--- config.mk ---
export PLATFORM = sky130hd
export DESIGN_NAME = gradient_palette_color_top
export DESIGN_NICKNAME = d
export VERILOG_FILES = /design/src/hw/rtl/gpc_pkg.sv /design/src/hw/rtl/gradient_palette_color_top.sv
export SDC_FILE = /design/constraint.sdc
export NUM_CORES = 1
export LEC_CHECK = 0
export BUFFER_PORTS_ARGS = -buffer_cell sky130_fd_sc_hd__buf_4
export CELL_PAD_IN_SITES_DETAIL_PLACEMENT = 1
export CELL_PAD_IN_SITES_GLOBAL_PLACEMENT = 1
export CORE_MARGIN = 1
export CORE_UTILIZATION = 52
export DETAILED_ROUTE_END_ITERATION = 6
export HOLD_SLACK_MARGIN = 0.15
export MAX_ROUTING_LAYER = met4
export PLACE_DENSITY_LB_ADDON = 0.05
export SYNTH_ARGS = -nofsm -noshare
export SYNTH_HDL_FRONTEND = slang
export SYNTH_SLANG_ARGS = --single-unit
--- constraint.sdc ---
create_clock -name clk -period 11 [get_ports clk]
set_input_delay 2.2 -clock clk [delete_from_list [all_inputs] [get_ports clk]]
set_output_delay 2.2 -clock clk [all_outputs]
set_load 0.02 [all_outputs]
--- src/hw/rtl/gpc_pkg.sv ---
package gpc_pkg;

  // Number of gradient stop registers and their layout.
  localparam int N_STOP_WORDS = 7;
  localparam int STOP_WORD_W  = 32;
  localparam int POS_W        = 8;
  localparam int COLOR_W      = 24;
  localparam int CHAN_W       = 8;
  localparam int COUNT_W      = 3;
  localparam int CFG_IDX_W    = 3;
  localparam int INDEX_W      = 8;

  // Configuration register map.
  localparam logic [CFG_IDX_W-1:0] CFG_STOP_COUNT = 3'd0;
  localparam logic [CFG_IDX_W-1:0] CFG_STOP_WORD0 = 3'd1;

  // Stop count limits.
  localparam logic [COUNT_W-1:0] MIN_STOPS   = 3'd2;
  localparam logic [COUNT_W-1:0] RESET_COUNT = 3'd6;

  // Reset values of the stop words.
  localparam logic [STOP_WORD_W-1:0] RESET_WORDS [N_STOP_WORDS] = '{
    32'h0100_0080, 32'h3300_FFFF, 32'h6600_FF00, 32'h99FF_FF00,
    32'hCCFF_0000, 32'hFF00_0000, 32'h0000_0000
  };

  // Channel scale and the color of index zero.
  localparam logic [CHAN_W-1:0]  CHAN_MAX    = 8'hFF;
  localparam logic [COLOR_W-1:0] COLOR_BLACK = 24'h000000;

endpackage

--- src/hw/rtl/gradient_palette_color_top.sv ---
// Multi-stop linear color gradient lookup.
// Input channel: in_valid / in_stall with palette_index. An item is taken
// when in_valid is high and in_stall is low; in_stall stays high while an
// item is being worked on.
// Output channel: out_valid / out_stall with rgb_color and entry_index.
// The result sits in an output register and holds while out_stall is high;
// the next item is accepted even while that result waits.
// Configuration: cfg_valid / cfg_ready with cfg_index and cfg_data.
// Index 0 sets the stop count, indexes 1 to 7 set stop words 0 to 6.
// cfg_ready is always high; write only while the block is idle.
// Sequence: index zero goes straight to black. Any other index goes through
// segment search, a load of the stops, one divide for the segment fraction
// (skipped when the segment length is not positive), three channel passes
// around a divide by 255 on a single shared radix-4 divider, and a load of
// the output register. One item is worked on at a time; the next is taken
// once the block is back in idle.
// If the receiver stalls, the finished result waits in the output register
// and the block holds its next result until the register is free.
// Reset (rst, synchronous) clears the handshakes and restores the defaults.
module gradient_palette_color_top
  import gpc_pkg::*;
(
  input  logic                   clk,
  input  logic                   rst,
  input  logic                   in_valid,
  output logic                   in_stall,
  input  logic [INDEX_W-1:0]     palette_index,
  output logic                   out_valid,
  input  logic                   out_stall,
  output logic [COLOR_W-1:0]     rgb_color,
  output logic [INDEX_W-1:0]     entry_index,
  input  logic                   cfg_valid,
  output logic                   cfg_ready,
  input  logic [CFG_IDX_W-1:0]   cfg_index,
  input  logic [STOP_WORD_W-1:0] cfg_data
);

  typedef enum logic [3:0] {
    S_IDLE, S_SEARCH, S_LOAD, S_SETUP, S_TDIV, S_MUL, S_CDIV, S_CADD, S_FINISH
  } state_t;

  typedef struct packed {
    logic [7:0] rem;
    logic       q;
  } div_step_t;

  localparam logic [3:0] TDIV_LAST = 4'd7;
  localparam logic [3:0] CDIV_LAST = 4'd11;

  // One restoring division step: shift in one dividend bit, subtract if it fits.
  function automatic div_step_t div_step(input logic [7:0] rem, input logic bit_in,
                                         input logic [7:0] den);
    logic [8:0] r9;
    div_step_t  res;
    r9 = {rem, bit_in};
    if (r9 >= {1'b0, den}) begin
      res.rem = 8'(r9 - {1'b0, den});
      res.q   = 1'b1;
    end else begin
      res.rem = r9[7:0];
      res.q   = 1'b0;
    end
    return res;
  endfunction

  state_t                 state;
  logic [STOP_WORD_W-1:0] stop_word [N_STOP_WORDS];
  logic [COUNT_W-1:0]     stop_count;
  logic [INDEX_W-1:0]     idx;
  logic [2:0]             seg;
  logic [STOP_WORD_W-1:0] start_word;
  logic [STOP_WORD_W-1:0] end_word;
  logic [15:0]            t_mag;
  logic                   t_neg;
  logic                   q_neg;
  logic [1:0]             ch;
  logic [COLOR_W-1:0]     rgb_acc;
  logic [7:0]             div_rem;
  logic [23:0]            div_quo;
  logic [7:0]             div_den;
  logic [3:0]             div_cnt;

  logic [COUNT_W-1:0]     n_used;
  logic [2:0]             rd_addr;
  logic [STOP_WORD_W-1:0] rd_word;
  logic                   seg_more;
  logic signed [8:0]      num;
  logic signed [8:0]      len;
  logic [7:0]             num_mag;
  logic [15:0]            t_dividend;
  logic [4:0]             ch_lsb;
  logic [CHAN_W-1:0]      c0;
  logic [CHAN_W-1:0]      c1;
  logic signed [8:0]      diff;
  logic [7:0]             diff_mag;
  logic [23:0]            product;
  logic signed [17:0]     chan_sum;
  logic [CHAN_W-1:0]      chan_sat;
  div_step_t              step_a;
  div_step_t              step_b;

  assign cfg_ready = 1'b1;
  assign in_stall  = (state != S_IDLE);

  // Configuration registers.
  always_ff @(posedge clk) begin
    if (rst) begin
      stop_count <= RESET_COUNT;
      for (int k = 0; k < N_STOP_WORDS; k++) begin
        stop_word[k] <= RESET_WORDS[k];
      end
    end else if (cfg_valid && cfg_ready) begin
      if (cfg_index == CFG_STOP_COUNT) begin
        stop_count <= cfg_data[COUNT_W-1:0];
      end else begin
        stop_word[3'(cfg_index - CFG_STOP_WORD0)] <= cfg_data;
      end
    end
  end

  // Stop count clamped to at least two; three bits never exceed seven.
  assign n_used = (stop_count < MIN_STOPS) ? MIN_STOPS : stop_count;

  // Single read port on the stop words: next end stop while searching,
  // start stop otherwise.
  assign rd_addr  = (state == S_SEARCH) ? 3'(seg + 3'd1) : seg;
  assign rd_word  = stop_word[rd_addr];
  assign seg_more = ({1'b0, seg} + 4'd2 < {1'b0, n_used}) &&
                    (idx > rd_word[STOP_WORD_W-1 -: POS_W]);

  // Segment offset and length, and the scaled fraction dividend.
  assign num        = $signed({1'b0, idx}) -
                      $signed({1'b0, start_word[STOP_WORD_W-1 -: POS_W]});
  assign len        = $signed({1'b0, end_word[STOP_WORD_W-1 -: POS_W]}) -
                      $signed({1'b0, start_word[STOP_WORD_W-1 -: POS_W]});
  assign num_mag    = num[8] ? 8'(-num) : num[7:0];
  assign t_dividend = {num_mag, 8'h00} - {8'h00, num_mag};

  // Channel operands and the blend product.
  assign ch_lsb   = {ch, 3'b000};
  assign c0       = start_word[ch_lsb +: CHAN_W];
  assign c1       = end_word[ch_lsb +: CHAN_W];
  assign diff     = $signed({1'b0, c1}) - $signed({1'b0, c0});
  assign diff_mag = diff[8] ? 8'(-diff) : diff[7:0];
  assign product  = {16'h0000, diff_mag} * {8'h00, t_mag};

  // Add the signed quotient to the start channel and saturate.
  always_comb begin
    if (q_neg) begin
      chan_sum = $signed({10'h000, c0}) - $signed({2'b00, div_quo[15:0]});
    end else begin
      chan_sum = $signed({10'h000, c0}) + $signed({2'b00, div_quo[15:0]});
    end
    if (chan_sum < 0) begin
      chan_sat = '0;
    end else if (chan_sum > $signed({10'h000, CHAN_MAX})) begin
      chan_sat = CHAN_MAX;
    end else begin
      chan_sat = chan_sum[7:0];
    end
  end

  // Shared divider: two quotient bits per cycle.
  always_comb begin
    step_a = div_step(div_rem, div_quo[23], div_den);
    step_b = div_step(step_a.rem, div_quo[22], div_den);
  end

  // Sequencer, datapath registers and output register.
  always_ff @(posedge clk) begin
    if (rst) begin
      state     <= S_IDLE;
      out_valid <= 1'b0;
    end else begin
      // A new result replaces the old one as it leaves, or fills an empty register.
      if (state == S_FINISH && (!out_valid || !out_stall)) begin
        out_valid <= 1'b1;
      end else if (out_valid && !out_stall) begin
        out_valid <= 1'b0;
      end
      case (state)
        S_IDLE: begin
          if (in_valid) begin
            idx     <= palette_index;
            seg     <= '0;
            rgb_acc <= COLOR_BLACK;
            state   <= (palette_index == '0) ? S_FINISH : S_SEARCH;
          end
        end
        S_SEARCH: begin
          if (seg_more) begin
            seg <= 3'(seg + 3'd1);
          end else begin
            end_word <= rd_word;
            state    <= S_LOAD;
          end
        end
        S_LOAD: begin
          start_word <= rd_word;
          state      <= S_SETUP;
        end
        S_SETUP: begin
          ch <= 2'd2;
          if (len > 0) begin
            t_neg   <= num[8];
            div_rem <= '0;
            div_quo <= {t_dividend, 8'h00};
            div_den <= len[7:0];
            div_cnt <= TDIV_LAST;
            state   <= S_TDIV;
          end else begin
            t_mag <= '0;
            t_neg <= 1'b0;
            state <= S_MUL;
          end
        end
        S_TDIV, S_CDIV: begin
          div_rem <= step_b.rem;
          div_quo <= {div_quo[21:0], step_a.q, step_b.q};
          div_cnt <= 4'(div_cnt - 4'd1);
          if (div_cnt == '0) begin
            if (state == S_TDIV) begin
              t_mag <= {div_quo[13:0], step_a.q, step_b.q};
              state <= S_MUL;
            end else begin
              state <= S_CADD;
            end
          end
        end
        S_MUL: begin
          q_neg   <= diff[8] ^ t_neg;
          div_rem <= '0;
          div_quo <= product;
          div_den <= CHAN_MAX;
          div_cnt <= CDIV_LAST;
          state   <= S_CDIV;
        end
        S_CADD: begin
          rgb_acc[ch_lsb +: CHAN_W] <= chan_sat;
          if (ch == '0) begin
            state <= S_FINISH;
          end else begin
            ch    <= 2'(ch - 2'd1);
            state <= S_MUL;
          end
        end
        S_FINISH: begin
          if (!out_valid || !out_stall) begin
            rgb_color   <= rgb_acc;
            entry_index <= idx;
            state       <= S_IDLE;
          end
        end
        default: begin
          state <= S_IDLE;
        end
      endcase
    end
  end

endmodule

==> results by group <==
STA
  – Relative slew slack: 10.1%
  – Fin crit period: approximately 9 ns
  – Final setup TNS: 0 ns
  – Final Hold Vio Count: 0
  – Slew @ Worst Pin: around 1.3 ns
  – Max-slew violation count: 0
  – # setup viols final: 0
  – Clock skew: approximately 0.023 ns
  – RSZ-0062 raised after global routing: false
  – Final critical-path share of the clock period: between 80 and 90%
  – F_max: ~110 MHz

Synthesis
  – Synth Register Bits: 459
  – Synth Cell Area: between 0.02 and 0.03 mm²
  – Register area share after synthesis: approximately half
  – Syn Area/Cell: 11.9 µm²
  – Ys Warns: 0
  – Cell count after synthesis: 2,234
  – Number of flops mapped to enable cells by yosys: between 400 and 500
  – Primary FF master, synth: edfxtp_1
  – Library cells used by synthesis: between 80 and 90
  – Synth Net Count: 2,495
  – Async SR Flop Fraction: 0%

Floorplanning
  – Starting density of the core: 53.0%
  – # rows: a little over 80
  – Vert. Die Dim: 229 µm
  – Ports: 83
  – Die width: about 230 µm
  – Die area: 0.0522 mm²
  – Core Box Area: roughly 0.05 mm²

CTS
  – H-tree Lvls: 2
  – # hold bufs at CTS: 0
  – Clock sinks: around 460
  – Clock Path Buffers: 3
  – Clock Latency Late Sink: roughly 0.61 ns
  – CTS tree: built
  – Clk root buf: clkbuf_16
  – Cts bufs inserted: 49
  – Post-CTS Repair Setup Buffers: 0
  – CTS resizes: 0
  – Clock slew at reported path FFs: approximately 0.06 ns

Global route
  – Initial antenna violation count: 1
  – Global-route wire length before repair: around 110 mm
  – GRT Util Overall: slightly below 30%
  – GR Overflow Total: 0
  – Pin count of the biggest net entering global routing: 47
  – Vias in the first global route: about 20,000

Routing
  – DRC: 0
  – Vias: between 15,000 and 20,000
  – Antenna Violating Nets Remaining: 0
  – DR WL/cell: ~24 µm
  – Via/cell ratio: around 5.9
  – Initial DRT Pass Iterations: 5
  – Routed wire length: 72.3 mm
  – Iteration-0 DRC Markers: approximately 1,100

Run status
  – Outcome: finished, final reports clean

Finish
  – Commonest non-fill, non-tap cell in the layout: edfxtp_1
  – Synth-to-layout area growth: 11.9%
  – Number of nets in the layout: between 2,000 and 3,000
  – Cell Count, Final, Fillers Out: 3,023
  – Final instance area: 0.0299 mm²
  – Layout cell share with drive strength beyond 1: between 10% and 20%
  – Post-Route Utilization: between 50% and 60%
  – Most frequent cells in the layout: 419 x edfxtp_1, 235 x nor2_1, 216 x inv_1

Setup path
  – Reg2Reg Setup Slack: roughly 2.1 ns
  – Kind of critical path: flop to flop
  – Startpoint Class: flop
  – Slowest CP cell: edfxtp_1
  – Worst r2r path cells: 30
  – Required @ worst endpoint: 11.33 ns
  – Reg2reg end: div_quo[21]$_DFFE_PP_
  – Worst r2r src: ch[1]$_SDFFCE_PP1P_
  – CP peak stage delay: 0.84 ns
  – CP Data Arrival Time: slightly above 9 ns
  – Worst Path Buf+Inv: 4
  – Setup crit start: ch[1]$_SDFFCE_PP1P_
  – Critical path's top delay family: compound AO/OA/AOI/OAI gates
  – CP Max Fanout: 18
  – CP Depth: 30
  – Crit path to: div_quo[21]$_DFFE_PP_
  – Worst setup EP type: flop
  – Most Frequent Cell on Critical Path: fa_1

Place
  – Post-Place Cell Area: around 0.028 mm²
  – HPWL after DPL: 51.6 mm
  – Placed Instances: between 2,000 and 3,000
  – Final Wtd Congestion: around 0.85
  – PortBufs: 81

Min path
  – Hold crit path type: flop to flop

Flow run
  – # Max-Cap Violations: 0
[logic make-up (layout without fill, tap and decap cells)]
group	count (synthesis)	in the layout	share of synthesized area, %
simple gates	732	732	13.2
buf+inv	311	427	4.48
fa+ha+maj	213	213	12.6
compound gates	311	311	8.20
xor+xnor	77	77	2.63
mux	130	130	8.78
flops	459	459	50.1
other cells	1	2	0.0141
[sequential cells by signal (all words and copies together), names as in the netlist, 16 cells and up]
name / cells
start_word: 32
rgb_acc: 24
div_quo: 24
rgb_color: 24
t_mag: 16
end_word: 32
stop_word: 256
[synth_stat cells (all sizes together) (23+ instances only)]
cell	count	share of area (%)
a21oi	84	1.6
a32oi	24	0.79
and2	54	1.3
and3	37	0.87
buf	23	0.42
clkbuf	71	1.0
dfxtp	40	3.0
edfxtp	419	47
fa	92	6.9
ha	121	5.7
inv	216	3.0
mux2	33	1.4
mux4	80	6.8
nand2	187	2.6
nand2b	30	0.70
nor2	236	3.3
nor2b	78	1.8
nor3	29	0.54
o21ai	52	0.99
xnor2	49	1.7
xor2	28	0.92
[area by class of cell]
class | instances | area, µm²
diodes | 1 | 2.50
flip-flops and latches | 459 | 13400
inverters | 217 | 815
repair buffers | 120 | 901
well taps | 672 | 841
fillers | 5128 | 20500
multi-input cells | 1464 | 12200
clock inverters | 26 | 364
clock buffers | 64 | 1330
[routing by layer]
metal / wire length [µm] / GRT usage [%] / vias up
met2: 37900 / 51.2 / 373
li1: - / - / 8129
met1: 29600 / 34.8 / 9246
met5: 0 / - / -
met3: 2240 / 3.04 / 161
met4: 2560 / 10.3 / 0
[worst min-delay path by stage]
stage,slack (ns),from,depth (start not counted),endpoint
after global placement,0.43,rgb_acc[7]$_SDFFCE_PP0P_,0,rgb_color[7]$_DFFE_PP_
after detailed placement,0.44,rgb_acc[14]$_SDFFCE_PP0P_,0,rgb_color[14]$_DFFE_PP_
final,0.45,rgb_acc[10]$_SDFFCE_PP0P_,0,rgb_color[10]$_DFFE_PP_
after floorplan,0.43,rgb_acc[0]$_SDFFCE_PP0P_,0,rgb_color[0]$_DFFE_PP_
after global routing,0.46,rgb_acc[14]$_SDFFCE_PP0P_,0,rgb_color[14]$_DFFE_PP_
after CTS,0.45,rgb_acc[14]$_SDFFCE_PP0P_,0,rgb_color[14]$_DFFE_PP_
[through the flow]
stage	hold slack (ns)	setup slack [ns]
after detailed placement	0.438	2.23
final	0.452	2.14
after floorplan	0.426	2.39
after global routing	0.460	1.58
after CTS	0.452	2.18
after global placement	0.435	2.60
Power is not shown: default switching activity piles up to over one toggle a cycle in this logic, so the estimate is an artifact.
